`config.mk`:
```
export PLATFORM = sky130hd
export DESIGN_NAME = gtd_queue
export DESIGN_NICKNAME = d
export VERILOG_FILES = /design/src/sv/gtd_pkg.sv /design/src/sv/gtd_queue.sv
export SDC_FILE = /design/constraint.sdc
export NUM_CORES = 1
export LEC_CHECK = 0
export BUFFER_PORTS_ARGS = -buffer_cell sky130_fd_sc_hd__buf_2
export CORE_MARGIN = 2
export CORE_UTILIZATION = 56
export DETAILED_ROUTE_END_ITERATION = 16
export GPL_TIMING_DRIVEN = 0
export PLACE_DENSITY = 0.85
export SYNTH_ARGS = -nofsm -noshare
export SYNTH_HDL_FRONTEND = slang
export SYNTH_SLANG_ARGS = --single-unit
```
`constraint.sdc`:
```
create_clock -name clock -period 8.9 [get_ports clock]
set_clock_uncertainty 0.05 [all_clocks]
set_input_delay 0.89 -clock clock [delete_from_list [all_inputs] [get_ports clock]]
set_output_delay 0.89 -clock clock [all_outputs]
set_load 0.03 [all_outputs]
```
`src/sv/gtd_pkg.sv`:
```
// ---------------------------------------------------------------------------
// gtd_pkg
// Shared types, constants and tables of the Goertzel tone detector.
// ---------------------------------------------------------------------------
`default_nettype none

package gtd_pkg;

   localparam int StateBits  = 48;
   localparam int CoefBits   = 18;
   localparam int LenBits    = 13;
   localparam int SampleBits = 16;
   localparam int MagBits    = 16;
   localparam int PhaseBits  = 17;
   localparam int MaxBlock   = 4096;
   localparam int CordicIters = 24;
   localparam int IterBits   = 5;
   localparam int VecBits    = 52;
   localparam int AngBits    = 28;
   localparam int DivBits    = 36;
   localparam int DivCntBits = 6;

   localparam logic [1:0] CSR_COS = 2'd0;
   localparam logic [1:0] CSR_SIN = 2'd1;
   localparam logic [1:0] CSR_LEN = 2'd2;

   localparam logic signed [AngBits-1:0] AngPi = 28'sd16777216;
   localparam logic [29:0] InvGainQ30 = 30'd652032874;

   // one finished block, handed from the resonator to the back end
   typedef struct packed {
      logic [StateBits-1:0] r;
      logic [StateBits-1:0] xi;
      logic [LenBits-1:0]   n;
   } blk_type;

   // queue status seen by both sides
   typedef struct packed {
      logic full;
      logic empty;
   } q_stat_type;

   function automatic logic signed [AngBits-1:0] atan_lut(input logic [IterBits-1:0] i);
      logic signed [AngBits-1:0] v;
      case (i)
         5'd0:  v = 28'sd4194304;
         5'd1:  v = 28'sd2476042;
         5'd2:  v = 28'sd1308273;
         5'd3:  v = 28'sd664100;
         5'd4:  v = 28'sd333338;
         5'd5:  v = 28'sd166832;
         5'd6:  v = 28'sd83436;
         5'd7:  v = 28'sd41721;
         5'd8:  v = 28'sd20861;
         5'd9:  v = 28'sd10430;
         5'd10: v = 28'sd5215;
         5'd11: v = 28'sd2608;
         5'd12: v = 28'sd1304;
         5'd13: v = 28'sd652;
         5'd14: v = 28'sd326;
         5'd15: v = 28'sd163;
         5'd16: v = 28'sd81;
         5'd17: v = 28'sd41;
         5'd18: v = 28'sd20;
         5'd19: v = 28'sd10;
         5'd20: v = 28'sd5;
         5'd21: v = 28'sd3;
         5'd22: v = 28'sd1;
         5'd23: v = 28'sd1;
         default: v = 28'sd0;
      endcase
      return v;
   endfunction

endpackage

`default_nettype wire

```
`src/sv/gtd_queue.sv`:
```
// ---------------------------------------------------------------------------
// gtd_queue
// Two-entry queue of finished blocks between the front and back ends.
// ---------------------------------------------------------------------------
`default_nettype none

module gtd_queue
   import gtd_pkg::*;
(
   input  wire        clock,
   input  wire        reset,
   input  wire        push,
   input  blk_type    push_blk,
   input  wire        pop,
   output blk_type    pop_blk,
   output q_stat_type q_stat
);

   blk_type    mem_ff [2];
   logic       wp_ff, rp_ff;
   logic [1:0] cnt_ff;

   assign q_stat.full  = (cnt_ff == 2'd2);
   assign q_stat.empty = (cnt_ff == 2'd0);
   assign pop_blk      = mem_ff[rp_ff];

   // write the entry, advance pointers and hold the fill count
   always_ff @(posedge clock) begin
      if (push) begin
         mem_ff[wp_ff] <= push_blk;
      end
      if (reset) begin
         wp_ff  <= 1'b0;
         rp_ff  <= 1'b0;
         cnt_ff <= '0;
      end else begin
         if (push) wp_ff <= !wp_ff;
         if (pop)  rp_ff <= !rp_ff;
         cnt_ff <= cnt_ff + {1'b0, push} - {1'b0, pop};
      end
   end

endmodule

`default_nettype wire

```
======== Word-level counts from Yosys, hierarchy flattened ========
Memories as Yosys holds them, arrays and structs flattened. A register that Yosys moved wholly into a read port is not among the register bits.
Cells that the tools add are included.
storage, ports and cells
  bits in registers ....................... 4
  bits in writable memories ............... 218
  input port bits ......................... 113
  output and inout bits ................... 111
  logic and storage cells ................. 14
  memories kept ........................... 1
cells by class
  add/subtract/negate cells ............... 2
  eq/ne operators ......................... 1
  multiplexer cells ....................... 4
  reductions and logical operators ........ 3
memories
  memory  depth  width  rd ports  clocked after memory_dff  write ports  RTL line         text
  mem_ff  2      109    1         1                         1            gtd_queue.sv:19  blk_type mem_ff [2];
operators with widths
  kind                                         number
  1-bit 2-to-1 mux                             4
  2-bit by 1-bit adder with 2-bit output       1
  2-bit equality test (second input constant)  1
  1-bit logical NOT                            2
  2-bit logical NOT                            1
  2-bit by 1-bit subtractor with 2-bit output  1

======== Longest topological paths before layout ========
  depth in word-level cells ............... 3
  gate-level depth with buffers ........... 6
  depth with buffers taken out ............ 6

======== Least setup slack after synthesis ========
OpenSTA, ideal clock, no wires.
  path type ............................... input -> register
  start ................................... input port push
  end ..................................... memory mem_ff[0][0] in the netlist's numbering, enable pin
  setup time .............................. 591 ps
  data arrival time ....................... 5,627 ps
  data required time ...................... 8,259 ps
  path slack .............................. 2,632 ps
  cell stages on the path ................. 1
  buffers on the path ..................... 0
  cell sequence ........................... nor2b_1
between the ends
  longest elaborated chain between the ends .. 2
ends and longest elaborated chain
  what                                    RTL line         text
  start: declaration                      gtd_queue.sv:12  input wire push,
  1-bit 2-to-1 mux                        gtd_queue.sv:29  if (push) begin
  1-bit 2-to-1 mux (not written as such)  gtd_queue.sv:30  mem_ff[wp_ff] <= push_blk;
  end: declaration                        gtd_queue.sv:19
Every way passes these cells.

==> results.ini <==
[status]
status = completed

[power]
total_leakage_power_nw = 3.911
clockPowerShare = 0.353
seqPwrFrac = 0.503
comb_power_share = 0.145
switching_share = 0.2395
vdd_drop_max_mv = 0.1940
power.density_nw_per_um2 = 241.5
p_sw_mw = 0.5919
p_int_mw = 1.880

[global_routing]
top_usage_layer = met2
gr-usage-met1 = 0.2364
overflow = 0
gr-usage-met2 = 0.3314
grt_pass1_wl_um = 23370
antenna_found_initial = 1
met3_usage = 0.05799
grt_pass1_vias = 4451
grt.total_usage = 0.1907
grt_max_degree = 66

[place]
dp_cells = 767
preCtsSetupSlack_ns = 6.360
dpl.hpwl_um = 10180
io_buffers = 223
dpl_cell_area_um2 = 9545
gp_congestion = 0.7210

[worst_hold_path]
hold_path.class = flip-flop to flip-flop

[layout]
final_area_um2 = 10230
stdcell_count = 805
layout-drive-gt1-share = 0.6058
post-route-util = 0.7316
synthToLayoutAreaGrowth_pct = 26.24
layout_commonest_cell = buf_2
final_cell_mix = buf_2 (232), edfxtp_1 (218), mux2_2 (99)
nets = 726

[clock_network]
cts.sinks = 223
path_clk_slew_ns = 0.06
cts-root-buf = clkbuf_16
cts_tree = yes
htree_levels = 1
holdBufCountCts = 0
clock_path_buffers = 3
cts-buffers-inserted = 22
cts_setup_buffers = 0
clock_latency_ns = 0.49
ctsResizeCount = 0

[logic_synthesis]
synth_warnings = 0
ys_seq_area_frac = 0.8199
syn_area_per_cell_um2 = 22.52
synthCells = 360
synth-seq-cells = 223
synth_nets = 475
syn-cell-area_um2 = 8107
ys_types = 13

[timing]
slew_headroom = 0.3879
period_share = 0.3125
tns_ns = 0
max_clock_freq_mhz = 359.5
finalSetupViolCount = 0
post-route-min-period_ns = 2.781
setup_ws_ns = 6.119
tightest_slew_ns = 0.9181
report.final.slew_viol_count = 0
final-hold-violation-count = 0
rsz0062_at_grt = no

[worst_setup_path]
cp_slowest_cell = dfxtp_1
crit_required_ns = 7.96
cp_top_family = buffers and inverters
critPathKind = flip-flop to primary output
arrival_ns = 1.84
max_stage_delay_ns = 0.32
endpoint_kind = primary output
crit_buf_inv = 4
start_kind = flip-flop
crit_top_cell = buf_6
path_cells = buf_6, buf_6, buf_6, mux2_4, buf_2
path_max_fanout = 10

[flow_run]
maxCapViolations = 0

[route]
avgRoutedWirePerCell_um = 18.95
remaining_drc_errors = 0
viasPerCell = 5.180
drtIter0Drc = 327
drt-total-wl_um = 15260
first_pass_iters = 5
detail-route-antenna-nets = 0
num_vias = 4170

[floorplanning]
dieArea_um2 = 15450
initial_core_util = 0.5795
ios = 224
rows = 43
die_h_um = 124.3
die_w_um = 124.3
core-area_um2 = 13990

sequential cells by signal, summed over array words and instances, names as in the netlist, named ones only:
signal and count:
cnt_ff 2, wp_ff 1, mem_ff 218, rp_ff 1
stage by stage:
step	hold slack [ns]	power, mW
2_1_floorplan	0.4299	1.509
3_3_place_gp	0.4496	1.614
3_5_place_dp	0.4686	1.624
4_1_cts	0.4821	2.499
5_1_grt	0.5080	2.561
6_report	0.4828	2.472
synth_stat cells:
cell type  number  area (um2)
edfxtp_1      218        6546
nor2b_1         3       18.77
buf_2           9       45.04
dfxtp_1         5       100.1
inv_1           2       7.510
buf_6           3       33.78
xnor3_1         1       22.52
nor2_1          5       18.77
mux2_4         10       150.1
ha_1            2       25.02
xnor2_1         2       17.52
mux2_2         99        1115
and2_1          1       6.260
worst reg2reg max path, stage by stage (launching register included):
cell	delay, ns
dfxtp_1	0.41
and2_4	0.79
buf_16	0.35
per-layer routing:
metal	vias up	routed length, um
li1	1924	-
met1	2037	5896
met2	184	7677
met3	25	1342
met4	0	340
met5	-	0
power groups by stage:
stage,sequential [mW],clock [mW],combinational (mW)
after global placement,1.27,0,0.342
after CTS,1.24,0.894,0.361
after detailed placement,1.26,0,0.359
final,1.24,0.872,0.357
after global routing,1.25,0.937,0.378
after floorplan,1.27,0,0.241
cell type report:
class / count / area (um2)
flip-flops and latches: 223 / 6646
fillers: 839 / 3755
multi-input cells: 123 / 1384
repair buffers: 227 / 1204
clock buffers: 32 / 639.4
well taps: 180 / 225.2
plain buffers: 12 / 78.83
clock inverters: 5 / 46.29
inverters: 2 / 7.507
diodes: 1 / 2.502
worst paths after layout:
path,to,slack [ns],cells after the start,start
min reg2reg,rp_ff,0.48,2,rp_ff
min,rp_ff,0.48,2,rp_ff
max,pop_blk[104],6.12,5,flip-flop
max reg2reg,mem_ff[1][8],6.96,2,wp_ff
cells by family (layout without fill, tap and decap cells):
logic type,count (synthesis),count (layout),synth area share
xor+xnor,3,3,0.004939
fa+ha+maj,2,2,0.003086
buf+inv,14,278,0.01065
flops,223,223,0.8199
mux,109,109,0.1560
other cells,0,1,0
simple gates,9,9,0.005403
Power figures use the tool's default switching activity.
