<file path="src/sv/gtd_pkg.sv">
// ---------------------------------------------------------------------------
// gtd_pkg
// Shared types, constants and tables of the Goertzel tone detector.
// ---------------------------------------------------------------------------
`default_nettype none

package gtd_pkg;

   localparam int StateBits  = 48;
   localparam int CoefBits   = 18;
   localparam int LenBits    = 13;
   localparam int SampleBits = 16;
   localparam int MagBits    = 16;
   localparam int PhaseBits  = 17;
   localparam int MaxBlock   = 4096;
   localparam int CordicIters = 24;
   localparam int IterBits   = 5;
   localparam int VecBits    = 52;
   localparam int AngBits    = 28;
   localparam int DivBits    = 36;
   localparam int DivCntBits = 6;

   localparam logic [1:0] CSR_COS = 2'd0;
   localparam logic [1:0] CSR_SIN = 2'd1;
   localparam logic [1:0] CSR_LEN = 2'd2;

   localparam logic signed [AngBits-1:0] AngPi = 28'sd16777216;
   localparam logic [29:0] InvGainQ30 = 30'd652032874;

   // one finished block, handed from the resonator to the back end
   typedef struct packed {
      logic [StateBits-1:0] r;
      logic [StateBits-1:0] xi;
      logic [LenBits-1:0]   n;
   } blk_type;

   // queue status seen by both sides
   typedef struct packed {
      logic full;
      logic empty;
   } q_stat_type;

   function automatic logic signed [AngBits-1:0] atan_lut(input logic [IterBits-1:0] i);
      logic signed [AngBits-1:0] v;
      case (i)
         5'd0:  v = 28'sd4194304;
         5'd1:  v = 28'sd2476042;
         5'd2:  v = 28'sd1308273;
         5'd3:  v = 28'sd664100;
         5'd4:  v = 28'sd333338;
         5'd5:  v = 28'sd166832;
         5'd6:  v = 28'sd83436;
         5'd7:  v = 28'sd41721;
         5'd8:  v = 28'sd20861;
         5'd9:  v = 28'sd10430;
         5'd10: v = 28'sd5215;
         5'd11: v = 28'sd2608;
         5'd12: v = 28'sd1304;
         5'd13: v = 28'sd652;
         5'd14: v = 28'sd326;
         5'd15: v = 28'sd163;
         5'd16: v = 28'sd81;
         5'd17: v = 28'sd41;
         5'd18: v = 28'sd20;
         5'd19: v = 28'sd10;
         5'd20: v = 28'sd5;
         5'd21: v = 28'sd3;
         5'd22: v = 28'sd1;
         5'd23: v = 28'sd1;
         default: v = 28'sd0;
      endcase
      return v;
   endfunction

endpackage

`default_nettype wire

</file>
<file path="src/sv/gtd_front.sv">
// ---------------------------------------------------------------------------
// gtd_front
// Resonator front end: takes samples, runs the recurrence on a shared
// 25x18 multiplier and queues R and X at the end of each block.
// ---------------------------------------------------------------------------
`default_nettype none

module gtd_front
   import gtd_pkg::*;
(
   input  wire                        clock,
   input  wire                        reset,
   input  wire                        req_tvalid,
   output logic                       req_tready,
   input  wire  [SampleBits-1:0]      req_tdata,
   input  wire  signed [CoefBits-1:0] cos_coeff,
   input  wire  signed [CoefBits-1:0] sin_coeff,
   input  wire  [LenBits-1:0]         block_length,
   input  q_stat_type                 q_stat,
   output logic                       push,
   output blk_type                    push_blk
);

   typedef enum logic [8:0] {
      F_IDLE = 9'b000000001,
      F_PLO  = 9'b000000010,
      F_PHI  = 9'b000000100,
      F_UPD  = 9'b000001000,
      F_RLO  = 9'b000010000,
      F_RHI  = 9'b000100000,
      F_XLO  = 9'b001000000,
      F_XHI  = 9'b010000000,
      F_PUSH = 9'b100000000
   } fst_type;

   fst_type                     st_ff, st_in;
   logic [StateBits-1:0]        d1_ff, d1_in, d2_ff, d2_in, r_ff, r_in;
   logic [LenBits-1:0]          cnt_ff, cnt_in, n_ff, n_in, eff_n, cnt_inc;
   logic [SampleBits-1:0]       smp_ff, smp_in;
   logic signed [42:0]          prod_ff, prod_in, acc_ff, acc_in;
   logic signed [24:0]          mul_a;
   logic signed [CoefBits-1:0]  mul_c;
   logic signed [65:0]          full;
   logic [StateBits-1:0]        xs, y;

   // clamp the block length to one..MaxBlock
   always_comb begin
      if (block_length == '0) begin
         eff_n = LenBits'(1);
      end else if (block_length > LenBits'(MaxBlock)) begin
         eff_n = LenBits'(MaxBlock);
      end else begin
         eff_n = block_length;
      end
   end

   // pick the delay half and coefficient for the shared multiplier;
   // hold the sine product steady while the push waits
   always_comb begin
      if (st_ff == F_PLO || st_ff == F_RLO || st_ff == F_XLO) begin
         mul_a = $signed({1'b0, d1_ff[23:0]});
      end else begin
         mul_a = $signed({d1_ff[47], d1_ff[47:24]});
      end
      mul_c = (st_ff == F_XLO || st_ff == F_XHI || st_ff == F_PUSH) ? sin_coeff : cos_coeff;
      prod_in = mul_a * mul_c;
   end

   assign full    = 66'(acc_ff) + (66'(prod_ff) <<< 24);
   assign xs      = {{(StateBits-SampleBits-16){smp_ff[SampleBits-1]}}, smp_ff, 16'd0};
   assign y       = xs + full[62:15] - d2_ff;
   assign cnt_inc = cnt_ff + LenBits'(1);

   assign req_tready = (st_ff == F_IDLE);
   assign push       = (st_ff == F_PUSH) && !q_stat.full;
   assign push_blk   = '{r: r_ff, xi: full[63:16], n: n_ff};

   // sequence one sample, and the closing products at block end
   always_comb begin
      st_in  = st_ff;
      d1_in  = d1_ff;
      d2_in  = d2_ff;
      r_in   = r_ff;
      cnt_in = cnt_ff;
      n_in   = n_ff;
      smp_in = smp_ff;
      acc_in = acc_ff;
      unique case (st_ff)
         F_IDLE: begin
            if (req_tvalid) begin
               smp_in = req_tdata;
               st_in  = F_PLO;
            end
         end
         F_PLO: st_in = F_PHI;
         F_PHI: begin
            acc_in = prod_ff;
            st_in  = F_UPD;
         end
         F_UPD: begin
            d1_in = y;
            d2_in = d1_ff;
            n_in  = eff_n;
            if (cnt_inc >= eff_n) begin
               cnt_in = '0;
               st_in  = F_RLO;
            end else begin
               cnt_in = cnt_inc;
               st_in  = F_IDLE;
            end
         end
         F_RLO: st_in = F_RHI;
         F_RHI: begin
            acc_in = prod_ff;
            st_in  = F_XLO;
         end
         F_XLO: begin
            r_in  = full[63:16] - d2_ff;
            st_in = F_XHI;
         end
         F_XHI: begin
            acc_in = prod_ff;
            st_in  = F_PUSH;
         end
         F_PUSH: begin
            if (!q_stat.full) begin
               d1_in = '0;
               d2_in = '0;
               st_in = F_IDLE;
            end
         end
         default: st_in = F_IDLE;
      endcase
   end

   always_ff @(posedge clock) begin
      if (reset) begin
         st_ff  <= F_IDLE;
         d1_ff  <= '0;
         d2_ff  <= '0;
         cnt_ff <= '0;
      end else begin
         st_ff  <= st_in;
         d1_ff  <= d1_in;
         d2_ff  <= d2_in;
         cnt_ff <= cnt_in;
      end
      r_ff    <= r_in;
      n_ff    <= n_in;
      smp_ff  <= smp_in;
      acc_ff  <= acc_in;
      prod_ff <= prod_in;
   end

endmodule

`default_nettype wire

</file>
<file path="config.mk">
export PLATFORM = sky130hd
export DESIGN_NAME = gtd_front
export DESIGN_NICKNAME = d
export VERILOG_FILES = /design/src/sv/gtd_pkg.sv /design/src/sv/gtd_front.sv
export SDC_FILE = /design/constraint.sdc
export NUM_CORES = 2
export LEC_CHECK = 0
export ABC_AREA = 1
export BUFFER_PORTS_ARGS = -buffer_cell sky130_fd_sc_hd__buf_4
export CORE_MARGIN = 1
export CORE_UTILIZATION = 35
export DETAILED_ROUTE_END_ITERATION = 6
export HOLD_SLACK_MARGIN = 0.06
export PLACE_DENSITY_LB_ADDON = 0.08
export SLEW_MARGIN = 20
export SYNTH_ARGS = -nofsm -noshare
export SYNTH_HDL_FRONTEND = slang
export SYNTH_SLANG_ARGS = --single-unit
</file>
<file path="constraint.sdc">
create_clock -name clock -period 18 [get_ports clock]
set_input_delay 3.6 -clock clock [delete_from_list [all_inputs] [get_ports clock]]
set_output_delay 3.6 -clock clock [all_outputs]
set_load 0.02 [all_outputs]
</file>
Word-level counts from Yosys, hierarchy flattened

Cells that the tools add are included.

Bits in registers: 281
Logic and storage cells: 52

$add $sub $neg: 5
$mul: 1
Order comparisons: 2
Equal/unequal tests: 11
Mux-type cells: 12
Reduce and logical (&&, ||, !) cells: 12

Operator list:

| cell                                                                  | number |
|---|---|
| 48-bit one-hot mux with 2 select lines                                | 2 |
| 48-bit subtractor                                                     | 2 |
| 9-bit one-hot mux with 9 select lines                                 | 1 |
| 43-bit by 64-bit adder with 64-bit output                             | 1 |
| 48-bit adder                                                          | 1 |
| 48-bit 2-to-1 mux                                                     | 1 |
| 25-bit by 18-bit multiplier with 43-bit output                        | 1 |
| 13-bit 2-to-1 mux                                                     | 3 |
| 25-bit 2-to-1 mux                                                     | 1 |
| 18-bit 2-to-1 mux                                                     | 1 |
| 9-bit 2-to-1 mux                                                      | 2 |
| 13-bit by 1-bit adder with 13-bit output, second input constant       | 1 |
| 13-bit >= comparator                                                  | 1 |
| 13-bit greater-than comparator, second input constant                 | 1 |
| 13-bit logical NOT                                                    | 1 |
| 9-bit by 1-bit equality test with 1-bit output, second input constant | 1 |
| 9-bit by 2-bit equality test with 1-bit output, second input constant | 1 |
| 9-bit by 3-bit equality test with 1-bit output, second input constant | 1 |
| 9-bit by 4-bit equality test with 1-bit output, second input constant | 1 |
| 9-bit by 5-bit equality test with 1-bit output, second input constant | 1 |
| 9-bit by 6-bit equality test with 1-bit output, second input constant | 1 |
| 9-bit by 7-bit equality test with 1-bit output, second input constant | 1 |
| 9-bit by 8-bit equality test with 1-bit output, second input constant | 1 |
| 9-bit equality test, second input constant                            | 1 |
| other kinds (8)                                                       | 14 |

Logic depth before layout (Yosys ltp)

Depth in word-level cells: 6
Mapped depth: 38
Depth with buffers taken out: 36

Worst setup path after synthesis

No wires, ideal clock.

Path type: input-to-reg
Start: in sin_coeff[0]
End: reg prod_ff[30]
Setup time: 0.072 ns
Arrival: 8.971 ns
Required time: 17.928 ns
Path slack: 8.958 ns
Stages on the path: 25
Cell sequence: inv_1 > nand2_1 > o21ai_2 > inv_2 > buf_1 > nand2_1 > fa_1 > inv_1 > fa_1 > fa_1 > inv_1 > fa_1 > inv_1 > fa_1 > inv_1 > fa_1 > inv_1 > ha_1 > nand2_1 > nor2_1 > nand2_1 > o21ai_0 > a21boi_0 > o21ai_0 > xor2_1

Cells in the longest elaborated chain, start to end: 2

RTL lines:

| what                                           | line             | source |
|---|---|---|
| start: declaration                             | gtd_front.sv:17  | `input wire signed [CoefBits-1:0] sin_coeff,` |
| 18-bit 2-to-1 mux                              | gtd_front.sv:65  | `mul_c = (st_ff == F_XLO \|\| st_ff == F_XHI \|\| st_ff == F_PUSH) ? sin_coeff : cos_coeff;` |
| 25-bit by 18-bit multiplier with 43-bit output | gtd_front.sv:66  | `prod_in = mul_a * mul_c;` |
| via prod_in[30]                                | gtd_front.sv:40  | `logic signed [42:0] prod_ff, prod_in, acc_ff, acc_in;` |
| end signal: assignment                         | gtd_front.sv:152 | `prod_ff <= prod_in;` |
| end: declaration                               | gtd_front.sv:40  |  |

The timed path passes the listed nets, and every way through them passes these cells.
A chain may end at the register's enable or synchronous reset.

Final worst setup path

Start: in cos_coeff[0]
End: reg prod_ff[30]

Cells in the longest elaborated chain, start to end: 2

RTL lines:

| what                                           | line            | source |
|---|---|---|
| start: declaration                             | gtd_front.sv:16 | `input wire signed [CoefBits-1:0] cos_coeff,` |
| 18-bit 2-to-1 mux                              | gtd_front.sv:65 |  |
| 25-bit by 18-bit multiplier with 43-bit output | gtd_front.sv:66 |  |
| via prod_in[30]                                | gtd_front.sv:40 |  |

The timed path passes the listed nets, and every way through them passes these cells.

==> run_results.csv <==
group,metric,value,unit
global_route,grt_usage,0.253,
cells_and_area,syn_to_final_growth,11.0,%
critical_path,cp_num_buf_inv,7,
placement,port_buffers,179,
critical_path,criticalPathCategory,"input pin to flip-flop",
floorplanning,io_pins,181,
clock_network,hold_buffers,0,
floorplanning,rows,115,
power_and_ir_drop,ir_drop,55.3,µV
timing,setup_viol,0,
global_route,grt_pass1_wl,191000,µm
synthesis,yosys_most_used_dff,"dfxtp_1",
floorplanning,dieArea,101000,µm²
synthesis,synth_area_leaders,"fa_1, nand2_1, ha_1, inv_1, dfxtp_1",
placement,gp_congestion,0.931,
floorplanning,die-width,318,µm
clock_network,tritoncts,"done",
global_route,overflow,0,
timing,hold_violations,0,
synthesis,synth_edf_count,105,
power_and_ir_drop,combPwrFrac,0.367,
timing,setup-tns-final,0,ps
synthesis,ys_seq_area_frac,0.183,
route,drt-pass1-iter-count,5,
route,wl_per_cell,21.3,µm
power_and_ir_drop,leakagePower,17.6,nW
critical_path,startpoint_type,"input pin",
synthesis,synth_nets,5288,
cells_and_area,final_util,0.393,
synthesis,ys_top_cells_by_count,"nand2_1, inv_1, fa_1",
min_path,hold_depth,0,
critical_path,r2r_cells,33,
synthesis,netlist_area,34900,µm²
power_and_ir_drop,p_sw,817,µW
timing,worst_slew_margin_rel,0.257,
timing,worst_pin_slew,1110,ps
route,route.detailed.drc,0,
power_and_ir_drop,power_frac_clock,0.320,
clock_network,cts.sinks,266,
global_route,first_global_vias,30700,
critical_path,cp_max_fo,19,
synthesis,netlist.area_leader.share,0.272,
critical_path,crit_family,"adder cells",
power_and_ir_drop,seqPwrFrac,0.314,
floorplanning,die_y,318,µm
timing,timing.clock.skew,41.7,ps
timing,fmax,99.6,MHz
power_and_ir_drop,p_sw_frac,0.389,
synthesis,yosysMostFrequentCell,"nand2_1",
synthesis,yosys_warnings,0,
global_route,grt_max_degree,76,
status,status,"finished, final reports clean",
critical_path,required,18460,ps
critical_path,slowest_stage,"o21ai_2",
power_and_ir_drop,powerDensity,54.3,nW/µm²
critical_path,critPathArrivalTime,10500,ps
placement,post-dp-hpwl,106000,µm
clock_network,cts_setup_buffers,0,
route,drt_iter0_markers,1953,
clock_network,clock_latency,580,ps
floorplanning,start_util,0.354,
route,via_per_inst,5.01,
floorplanning,core-area,98600,µm²
synthesis,syn_inst,4474,
critical_path,endpoint_kind,"flip-flop",
synthesis,ys_types,53,
route,vias,29800,
route,drt-total-wl,126000,µm
clock_network,clk_path_buf_depth,3,
min_path,hold_path_class,"flip-flop to flip-flop",
critical_path,path_common_cell,"fa_1",
critical_path,worstSetupPathDepth,23,
synthesis,ys_seq_elements,266,
timing,slew_viol_final,0,
timing,period_share,0.558,
timing,fin_crit,10040,ps
clock_network,cts.clk_slew.worst_paths,50,ps
run,max_cap_violations,0,
timing,rsz0062_at_grt,"no",
cells_and_area,final_nets,5446,
critical_path,slowest_delay,620,ps
clock_network,cts-root-buf,"clkbuf_16",
synthesis,synth_area_per_cell,7.80,µm²
global_route,antenna_found_initial,0,
clock_network,htree_num_levels,2,
power_and_ir_drop,p_int,1.29,mW
clock_network,cts_resized,0,
synthesis,yosys.area.top_type,"fa_1",
clock_network,numCtsBuffers,34,
critical_path,crit_path_cell_trace,"buf_4 -> o21ai_2 -> inv_2 -> nand2_1 -> fa_1 -> inv_1 -> fa_1 -> fa_1 -> inv_1 -> fa_1 -> inv_1 -> fa_1 -> inv_1 -> fa_1 -> inv_1 -> ha_1 -> nand2_1 -> nor2_1 -> nand2_1 -> o21ai_0 -> a21boi_0 -> o21ai_0 -> xor2_1",
cells_and_area,drive_gt1_frac,0.0799,
synthesis,async_flop_share,0,
route,detail-route-antenna-nets,0,
-- layout by cell type (no fill, tap or decap), types with 35 or more instances in the layout --
cell type,count
nand2_1,938
inv_1,876
fa_1,475
nor2_1,454
a21oi_1,365
ha_1,269
buf_4,228
dfxtp_1,161
o21ai_0,143
nand3_1,117
edfxtp_1,105
xor2_1,91
xnor2_1,58
inv_2,35
clkbuf_16,35
-- area by class of cell --
class	instances	area (µm²)
sequential	266	6380
antenna	1	2.50
fill	10500	59800
clock inverter	11	96.3
multi-input combinational	3190	24500
tap	1287	1610
inverter	912	3430
timing repair buffer	228	1710
clock buffer	50	982
-- power by group through the flow --
stage               sequential [mW]  combinational, mW  clock (mW)
floorplan                     0.664              0.485           0
global placement              0.674              0.768           0
detailed placement            0.674              0.764           0
CTS                           0.661              0.768       0.692
global route                  0.660              0.845       0.712
finish                        0.660              0.771       0.672
-- metrics by stage --
stage,hold WS [ps],setup slack (ps),instance area [µm²],total power [mW],std cells
global placement,387,7410,37700,1.44,5883
CTS,404,8000,38700,2.12,5944
global route,421,7630,38700,2.22,5944
finish,401,7960,38700,2.10,5945
detailed placement,391,7410,37700,1.44,5883
floorplan,386,8960,34900,1.15,4474
-- final timing paths --
path | start | to | slack [ps]
setup / recovery | cos_coeff[0] | prod_ff[30]$_DFF_P_ | 7960
hold reg to reg | prod_ff[41]$_DFF_P_ | acc_ff[41]$_DFFE_PP_ | 400
setup reg to reg | st_ff[0]$_SDFFE_PP1P_ | prod_ff[30]$_DFF_P_ | 9140
hold / removal | prod_ff[41]$_DFF_P_ | acc_ff[41]$_DFFE_PP_ | 400
-- flip-flops by register name, indices dropped and copies added (netlist names) --
register and count:
acc_ff 28, n_ff 13, cnt_ff 13, st_ff 9
d2_ff 48, prod_ff 43, smp_ff 16, d1_ff 48
r_ff 48
-- worst register-to-register path: cells and delay by family, from the launching register on --
| kind | cells | cell delay [ps] |
|---|---|---|
| AOI/OAI and AO/OA | 4 | 1380 |
| xor gates and xnor gates | 1 | 260 |
| adders and majority gates | 7 | 3580 |
| buffers and inverters | 11 | 2090 |
| DFF | 1 | 320 |
| and+or+nand+nor | 10 | 1150 |
-- routing by layer --
metal	GRT usage	part of all wire
met1	0.330	0.44
met2	0.448	0.50
met3	0.0201	0.036
met4	0.0684	0.026
met5	0	0
-- cells by family (layout without fill, tap and decap cells) --
logic type | after synthesis | after routing | share of synthesized area
flip-flops | 266 | 266 | 0.183
AND/OR/NAND/NOR | 1607 | 1607 | 0.184
AO/OA/AOI/OAI | 690 | 690 | 0.112
other | 0 | 1 | 0
buffers and inverters | 1018 | 1201 | 0.115
XOR/XNOR | 149 | 149 | 0.0374
adder cells (fa/ha/maj) | 744 | 744 | 0.369
No activity file was read; power rests on OpenSTA's default activity.
