`src/sv/gtd_pkg.sv`:
```
// ---------------------------------------------------------------------------
// gtd_pkg
// Shared types, constants and tables of the Goertzel tone detector.
// ---------------------------------------------------------------------------
`default_nettype none

package gtd_pkg;

   localparam int StateBits  = 48;
   localparam int CoefBits   = 18;
   localparam int LenBits    = 13;
   localparam int SampleBits = 16;
   localparam int MagBits    = 16;
   localparam int PhaseBits  = 17;
   localparam int MaxBlock   = 4096;
   localparam int CordicIters = 24;
   localparam int IterBits   = 5;
   localparam int VecBits    = 52;
   localparam int AngBits    = 28;
   localparam int DivBits    = 36;
   localparam int DivCntBits = 6;

   localparam logic [1:0] CSR_COS = 2'd0;
   localparam logic [1:0] CSR_SIN = 2'd1;
   localparam logic [1:0] CSR_LEN = 2'd2;

   localparam logic signed [AngBits-1:0] AngPi = 28'sd16777216;
   localparam logic [29:0] InvGainQ30 = 30'd652032874;

   // one finished block, handed from the resonator to the back end
   typedef struct packed {
      logic [StateBits-1:0] r;
      logic [StateBits-1:0] xi;
      logic [LenBits-1:0]   n;
   } blk_type;

   // queue status seen by both sides
   typedef struct packed {
      logic full;
      logic empty;
   } q_stat_type;

   function automatic logic signed [AngBits-1:0] atan_lut(input logic [IterBits-1:0] i);
      logic signed [AngBits-1:0] v;
      case (i)
         5'd0:  v = 28'sd4194304;
         5'd1:  v = 28'sd2476042;
         5'd2:  v = 28'sd1308273;
         5'd3:  v = 28'sd664100;
         5'd4:  v = 28'sd333338;
         5'd5:  v = 28'sd166832;
         5'd6:  v = 28'sd83436;
         5'd7:  v = 28'sd41721;
         5'd8:  v = 28'sd20861;
         5'd9:  v = 28'sd10430;
         5'd10: v = 28'sd5215;
         5'd11: v = 28'sd2608;
         5'd12: v = 28'sd1304;
         5'd13: v = 28'sd652;
         5'd14: v = 28'sd326;
         5'd15: v = 28'sd163;
         5'd16: v = 28'sd81;
         5'd17: v = 28'sd41;
         5'd18: v = 28'sd20;
         5'd19: v = 28'sd10;
         5'd20: v = 28'sd5;
         5'd21: v = 28'sd3;
         5'd22: v = 28'sd1;
         5'd23: v = 28'sd1;
         default: v = 28'sd0;
      endcase
      return v;
   endfunction

endpackage

`default_nettype wire

```
`src/sv/gtd_back.sv`:
```
// ---------------------------------------------------------------------------
// gtd_back
// Back end: CORDIC vectoring for angle and length, gain removal,
// bit-serial divide by the block length and the result register.
// ---------------------------------------------------------------------------
`default_nettype none

module gtd_back
   import gtd_pkg::*;
(
   input  wire                  clock,
   input  wire                  reset,
   input  q_stat_type           q_stat,
   input  blk_type              pop_blk,
   output logic                 pop,
   output logic                 rsp_tvalid,
   input  wire                  rsp_tready,
   output logic [MagBits-1:0]   mag,
   output logic [PhaseBits-1:0] phase
);

   typedef enum logic [6:0] {
      B_IDLE = 7'b0000001,
      B_PRE  = 7'b0000010,
      B_ROT  = 7'b0000100,
      B_MUL  = 7'b0001000,
      B_SUM  = 7'b0010000,
      B_DIV  = 7'b0100000,
      B_OUT  = 7'b1000000
   } bst_type;

   bst_type                    st_ff, st_in;
   logic signed [VecBits-1:0]  x_ff, x_in, y_ff, y_in, dx, dy;
   logic signed [AngBits-1:0]  z_ff, z_in, zc, t;
   logic                       zero_ff, zero_in, ovf_ff, ovf_in, vld_ff, vld_in;
   logic [LenBits-1:0]         n_ff, n_in;
   logic [IterBits-1:0]        it_ff, it_in;
   logic [DivCntBits-1:0]      dc_ff, dc_in;
   logic [60:0]                hi_ff, hi_in;
   logic [49:0]                lo_ff, lo_in;
   logic [60:0]                m1;
   logic [DivBits-1:0]         d_ff, d_in;
   logic [LenBits-1:0]         rem_ff, rem_in;
   logic [LenBits:0]           trial;
   logic [MagBits-1:0]         q_ff, q_in, mag_ff, mag_in;
   logic [PhaseBits-1:0]       ph_ff, ph_in;

   assign pop        = (st_ff == B_IDLE) && !q_stat.empty;
   assign rsp_tvalid = vld_ff;
   assign mag        = mag_ff;
   assign phase      = ph_ff;

   assign dx    = y_ff >>> it_ff;
   assign dy    = x_ff >>> it_ff;
   assign m1    = hi_ff + 61'(lo_ff >> 20);
   assign trial = {rem_ff, d_ff[DivBits-1]};

   // clamp the angle, add a quarter turn and round to pi/32768 units
   always_comb begin
      if (z_ff > AngPi) begin
         zc = AngPi;
      end else if (z_ff < -AngPi) begin
         zc = -AngPi;
      end else begin
         zc = z_ff;
      end
      t = zc + (AngPi >>> 1) + AngBits'(256) + (AngPi <<< 2);
   end

   always_comb begin
      st_in   = st_ff;
      x_in    = x_ff;
      y_in    = y_ff;
      z_in    = z_ff;
      zero_in = zero_ff;
      n_in    = n_ff;
      it_in   = it_ff;
      dc_in   = dc_ff;
      hi_in   = hi_ff;
      lo_in   = lo_ff;
      d_in    = d_ff;
      rem_in  = rem_ff;
      q_in    = q_ff;
      ovf_in  = ovf_ff;
      mag_in  = mag_ff;
      ph_in   = ph_ff;
      vld_in  = vld_ff && !rsp_tready;
      unique case (st_ff)
         B_IDLE: begin
            if (!q_stat.empty) begin
               x_in    = VecBits'($signed(pop_blk.r));
               y_in    = VecBits'($signed(pop_blk.xi));
               zero_in = (pop_blk.r == '0) && (pop_blk.xi == '0);
               n_in    = pop_blk.n;
               z_in    = '0;
               st_in   = B_PRE;
            end
         end
         // fold the left half plane onto the right
         B_PRE: begin
            it_in = '0;
            if (zero_ff) begin
               x_in  = '0;
               st_in = B_MUL;
            end else begin
               if (x_ff < 0) begin
                  z_in = (y_ff >= 0) ? AngPi : -AngPi;
                  x_in = -x_ff;
                  y_in = -y_ff;
               end
               st_in = B_ROT;
            end
         end
         // one vectoring micro-rotation per cycle
         B_ROT: begin
            if (y_ff >= 0) begin
               x_in = x_ff + dx;
               y_in = y_ff - dy;
               z_in = z_ff + atan_lut(it_ff);
            end else begin
               x_in = x_ff - dx;
               y_in = y_ff + dy;
               z_in = z_ff - atan_lut(it_ff);
            end
            it_in = it_ff + IterBits'(1);
            if (it_ff == IterBits'(CordicIters - 1)) begin
               st_in = B_MUL;
            end
         end
         // remove the CORDIC gain in two partial products
         B_MUL: begin
            hi_in = 61'(x_ff[50:20]) * 61'(InvGainQ30);
            lo_in = 50'(x_ff[19:0]) * 50'(InvGainQ30);
            st_in = B_SUM;
         end
         B_SUM: begin
            d_in   = m1[60:25];
            rem_in = '0;
            q_in   = '0;
            ovf_in = 1'b0;
            dc_in  = '0;
            st_in  = B_DIV;
         end
         // restoring divide by the block length, one bit a cycle
         B_DIV: begin
            d_in   = d_ff << 1;
            ovf_in = ovf_ff | q_ff[MagBits-1];
            if (trial >= {1'b0, n_ff}) begin
               rem_in = LenBits'(trial - {1'b0, n_ff});
               q_in   = {q_ff[MagBits-2:0], 1'b1};
            end else begin
               rem_in = trial[LenBits-1:0];
               q_in   = {q_ff[MagBits-2:0], 1'b0};
            end
            dc_in = dc_ff + DivCntBits'(1);
            if (dc_ff == DivCntBits'(DivBits - 1)) begin
               st_in = B_OUT;
            end
         end
         // load the result register once it is free
         B_OUT: begin
            if (!vld_ff || rsp_tready) begin
               mag_in = ovf_ff ? '1 : q_ff;
               ph_in  = t[25:9];
               vld_in = 1'b1;
               st_in  = B_IDLE;
            end
         end
         default: st_in = B_IDLE;
      endcase
   end

   always_ff @(posedge clock) begin
      if (reset) begin
         st_ff  <= B_IDLE;
         vld_ff <= 1'b0;
      end else begin
         st_ff  <= st_in;
         vld_ff <= vld_in;
      end
      x_ff    <= x_in;
      y_ff    <= y_in;
      z_ff    <= z_in;
      zero_ff <= zero_in;
      n_ff    <= n_in;
      it_ff   <= it_in;
      dc_ff   <= dc_in;
      hi_ff   <= hi_in;
      lo_ff   <= lo_in;
      d_ff    <= d_in;
      rem_ff  <= rem_in;
      q_ff    <= q_in;
      ovf_ff  <= ovf_in;
      mag_ff  <= mag_in;
      ph_ff   <= ph_in;
   end

endmodule

`default_nettype wire

```
`config.mk`:
```
export PLATFORM = sky130hd
export DESIGN_NAME = gtd_back
export DESIGN_NICKNAME = d
export VERILOG_FILES = /design/src/sv/gtd_pkg.sv /design/src/sv/gtd_back.sv
export SDC_FILE = /design/constraint.sdc
export NUM_CORES = 2
export LEC_CHECK = 0
export ABC_AREA = 0
export CAP_MARGIN = 20
export CELL_PAD_IN_SITES_DETAIL_PLACEMENT = 1
export CELL_PAD_IN_SITES_GLOBAL_PLACEMENT = 2
export CORE_UTILIZATION = 44
export DETAILED_ROUTE_END_ITERATION = 8
export DONT_BUFFER_PORTS = 1
export PLACE_DENSITY = 0.81
export SYNTH_ARGS = -nofsm -noshare
export SYNTH_HDL_FRONTEND = slang
export SYNTH_SLANG_ARGS = --single-unit
```
`constraint.sdc`:
```
create_clock -name clock -period 10.1 [get_ports clock]
set_input_delay 1.01 -clock clock [delete_from_list [all_inputs] [get_ports clock]]
set_output_delay 1.01 -clock clock [all_outputs]
set_load 0.01 [all_outputs]
```
Word level (Yosys, flattened, before mapping) --
Memory sizes are Yosys's and may differ from the RTL's. A register that Yosys moved wholly into a read port is not among the register bits. Index checks and enable logic that the tools add are counted.
Cells by class: order comparisons 5, $mul 2, eq/ne operators 16, reduce and logical (&&, ||, !) cells 17, shift operators 2, bitwise logic cells 2, $add $sub $neg 15, multiplexer cells 40
Operators with widths (count):
- $mux W52 | 8
- $pmux W52 S3 | 2
- $mux W28 | 9
- $add A52 B52 Y52 | 2
- $neg A52 Y52 | 2
- $sshr A52 B5 Y52 | 2
- $sub A52 B52 Y52 | 2
- $logic_not A48 Y1 | 2
- $pmux W28 S3 | 1
- $pmux W36 S2 | 1
- $add A61 B30 Y61 | 1
- $mul A31 B29 Y60 const B | 1
- $ge A52 B1 Y1 const B | 1
- $lt A52 B1 Y1 const B | 1
- $mux W26 | 2
- $mul A20 B29 Y49 const B | 1
- $pmux W7 S7 | 1
- $pmux W16 S2 | 1
- $add A28 B28 Y28 | 1
- $gt A28 B26 Y1 const B | 1
- $lt A28 B25 Y1 const B | 1
- $mux W7 | 4
- $sub A28 B28 Y28 | 1
- $add A26 B1 Y26 const B | 1
- other kinds (35) | 50
Word-level totals: register bits after elaboration 373, output and inout port bits 35, memories 2, memory bits (read-only) 1472
Memory list:
- (no name shown) | depth 32, bits a word 23, read ports 1, clocked after Yosys merged registers in 1, write ports 0, line gtd_pkg.sv:45 | case (i)
- (no name shown) | depth 32, bits a word 23, read ports 1, clocked after Yosys merged registers in 1, write ports 0, line gtd_pkg.sv:45

Logic depth before layout (Yosys ltp) --
word-level depth 6, gate-level depth with buffers 34, gate-level depth less buffers 29

Least setup slack after synthesis --
No wires, ideal clock.
kind register to register, start point register x_ff[27], end point register hi_ff[60] (data pin), period minus slack after synthesis 7770 ps, cell stages (with the launch flop) 30, data arrival time 7511 ps, required time 9841 ps, path buffers 2, setup time 259 ps, slack 2330 ps, cells stage by stage edfxtp_1 -> clkbuf_1 -> inv_1 -> fa_1 -> fa_1 -> inv_1 -> fa_1 -> inv_1 -> fa_1 -> inv_1 -> fa_1 -> fa_1 -> fa_1 -> inv_1 -> fa_1 -> inv_1 -> ha_1 -> clkbuf_1 -> nand4_1 -> nor2b_1 -> o21ai_0 -> a21o_1 -> nor4b_1 -> o21ai_0 -> a31oi_1 -> a21oi_1 -> o31a_1 -> o21ai_0 -> a21oi_1 -> xnor2_1
Between the ends: longest elaborated chain between the ends 1
RTL lines:
- start: declaration | line gtd_back.sv:33 | logic signed [VecBits-1:0] x_ff, x_in, y_ff, y_in, dx, dy;
- start signal: assignment | line gtd_back.sv:181 | x_ff <= x_in;
- $mul A31 B29 Y60 | line gtd_back.sv:132 | hi_in = 61'(x_ff[50:20]) * 61'(InvGainQ30);
- end signal: assignment | line gtd_back.sv:188 | hi_ff <= hi_in;
- end: declaration | line gtd_back.sv:39 | logic [60:0] hi_ff, hi_in;
Every way passes these cells. A chain may end at the register's enable or synchronous reset.

Worst setup path after layout --
start point register x_ff[34], end point register hi_ff[60] (data pin)
Same word-level chain as after synthesis.

==> reports/results.tsv <==
stage	metric	value	unit
grt	grt_antenna_before_repair	25	
timing	min_clock_period_post_route	8.93	ns
floorplanning	placeable_core_region	144000	um2
floorplanning	floorplan.io_pins	149	
synthesis	synth_ff_type	edfxtp_1	
setup_path	setup.worst_path.end_class	flop	
synthesis	netlist_area	64000	um2
clocking	post_cts_buffers	0	
timing	clock.fmax	112	MHz
layout	final_common_cell	inv_1	
clocking	clock_tree.htree_level_count	2	
worst_hold_path	hold_path_end	st_ff[6]	
route	vias	49600	
setup_path	cell_depth_of_the_worst_flop_to_flop_path	27	
layout	fin_util	47.2	%
status	run_status	finished with violations	
synthesis	synth_area_per_cell	9.79	um2
synthesis	post_synth_inst_count	6538	
clocking	cts_tree	yes	
timing	setup_repair_after_global_routing_missed_its_margin	no	
layout	layout.cells.most_common_list	1,032 x inv_1, 779 x ha_1, 688 x fa_1	
synthesis	synth.lib_cells_used.distinct	113	
grt	grt_max_degree	126	
route	avgRoutedWirePerCell	25.5	um
route	via_per_inst	5.89	
layout	multi_input_area	48100	um2
synthesis	postSynthRegisterBits	376	
floorplanning	rows	139	
clocking	worst_skew_pair.late_latency	0.68	ns
worst_hold_path	hold-path-cell-count	1	
floorplanning	die-height	383	um
synthesis	yosysSeqAreaShare	17.1	%
grt	grt_pass1_wl	326000	um
layout	post_route_cells_drive_above_1_share	7.65	%
timing	finalHoldViolCount	0	
place	detailed_place_hpwl	176000	um
synthesis	synth_fp_nets	8119	
clocking	clkSlewWorstSetupHoldPaths	0.06	ns
floorplanning	die_area	147000	um2
setup_path	r2r_start	x_ff[34]	
timing	finalCritPeriodShare	88.4	%
synthesis	fraction_of_registers_with_async_set_or_reset_after_synthesis	0	%
route	post-route-drc-count	16	
floorplanning	initial_core_util	44.5	%
timing	setup_viol_count_final	0	
grt	track_usage	29.1	%
place	gp_congestion	0.953	
run	max_cap_viol_count	0	
synthesis	number_of_flops_mapped_to_enable_cells_by_yosys	345	
grt	number_of_global_route_vias_before_repair	52600	
grt	gr-total-overflow	0	
route	postRouteAntennaNets	0	
synthesis	yosysWarningCount	0	
setup_path	worst_ep_required_time	10.51	ns
setup_path	worst_setup_path_start_kind	flop	
setup_path	setup.reg_to_reg.worst_slack	1.17	ns
timing	final_max_slew_viol_count	0	
setup_path	worst_ep_arrival_time	9.35	ns
clocking	clock_tree.root_cell	clkbuf_16	
route	drt_first_pass_iters	7	
worst_hold_path	timing.hold.worst.start	reset	
clocking	postCtsHoldBufs	0	
route	dr.first_iter.drc_count	3222	
clocking	post_cts_sizing_count	0	
timing	max_slew_margin	21.7	%
setup_path	timing.setup.critical_path_class	flop to flop	
layout	fin_nets	8027	
timing	fin_worst_hold_slack	0.394	ns
worst_hold_path	min-delay-path-class	primary input to flop	
setup_path	timing.critical_path.fanout_max	10	
floorplanning	die_width	383	um
layout	seqCellArea	11000	um2
setup_path	crit-reg2reg-capture	hi_ff[60]	
place	port_buffers	0	
clocking	clock_tree.buffer_depth	3	
timing	tns	0	ns
clocking	cts_made_buffers	49	
timing	max_slew.worst_pin.slew	1.17	ns
clocking	cts.sink_count	376	
timing	finClkSkew	0.0346	ns
layout	fillcell_total	16200	
route	route.final.wire_length	215000	um
status	violations	DRC	
layout	area_growth_syn_to_layout	6.21	%
how the worst max path moves through the flow:
stage | cells after the start | startpoint | to
2_1_floorplan | 29 | x_ff[27] | hi_ff[60]
3_3_place_gp | 27 | x_ff[31] | hi_ff[60]
3_5_place_dp | 27 | x_ff[31] | hi_ff[60]
4_1_cts | 27 | x_ff[31] | hi_ff[60]
5_1_grt | 27 | x_ff[31] | hi_ff[60]
6_report | 27 | x_ff[34] | hi_ff[60]
kinds of logic after synthesis:
logic type	after synthesis	synth area share, %
compound gates	1252	12.6
mux	372	8.96
xor+xnor	441	6.03
flops	376	17.1
buf+inv	1282	7.94
simple gates	1348	10.6
fa+ha+maj	1467	36.7
stage by stage:
stage	setup slack (ns)	cells	cell area (um2)
2_1_floorplan	2.33	6538	64000
3_3_place_gp	1.30	8294	66100
3_5_place_dp	1.22	8294	66100
4_1_cts	1.20	8386	67800
5_1_grt	0.696	8419	68000
6_report	1.17	8431	68000
sequential cells by signal, summed over array words and instances (netlist names), 16 cells and up, named ones only:
signal	count
q_ff	16
hi_ff	60
d_ff	36
x_ff	52
phase	17
mag	16
lo_ff	29
y_ff	52
z_ff	28
critical path, cell delays in order (launching register included):
cell and delay [ns]:
edfxtp_1 0.93, ha_1 0.46, fa_1 0.54, fa_1 0.42
ha_1 0.31, fa_1 0.51, inv_1 0.05, fa_1 0.53
inv_1 0.05, fa_1 0.47, inv_1 0.05, fa_1 0.47
inv_1 0.04, ha_1 0.38, nand3_1 0.18, or4_1 0.54
a21oi_1 0.35, o21ai_0 0.26, a21o_1 0.26, nor4b_1 0.26
buf_4 0.19, o21ai_0 0.17, a31oi_1 0.26, a21oi_1 0.19
o31a_1 0.38, o21ai_0 0.18, a21oi_1 0.10, xnor2_1 0.12
cell type report:
type | count | share of cell area [%]
multi-input cells | 4880 | 70.7
flip-flops and latches | 376 | 16.1
inverters | 1037 | 5.73
well taps | 1903 | 3.50
clock buffers | 64 | 1.96
repair buffers | 102 | 1.29
clock inverters | 28 | 0.541
diodes | 41 | 0.151
Yosys cell counts, types with 54 or more instances:
master    count  area share, %
o21ai_0     339            2.6
a21oi_1     274            2.1
inv_1      1033            6.1
xnor2_1     284            3.9
clkbuf_1    152           0.89
nand2b_1     57           0.56
nand2_1     360            2.1
nor2_1      322            1.9
mux2_2       66            1.2
mux2i_1     147            2.3
xor2_1      157            2.1
fa_1        688             22
edfxtp_1    345             16
nand3_1     111           0.87
nor4_1       54           0.53
a21o_1      141            1.7
ha_1        779             15
mux4_2      148            5.2
nor3_1       79           0.62
a22oi_1      66           0.77
routing by layer:
layer / vias to the layer above / GRT usage [%] / routed length, um
met5: - / 0 / 51
met4: 8 / 9.65 / 6610
met3: 245 / 3.95 / 11500
met2: 1160 / 47.1 / 101000
met1: 25700 / 40.1 / 95600
li1: 22600 / - / -
Power is left out: the tool's default activity adds up to more than one toggle a clock period on the data nets, which glitch-free logic cannot reach.
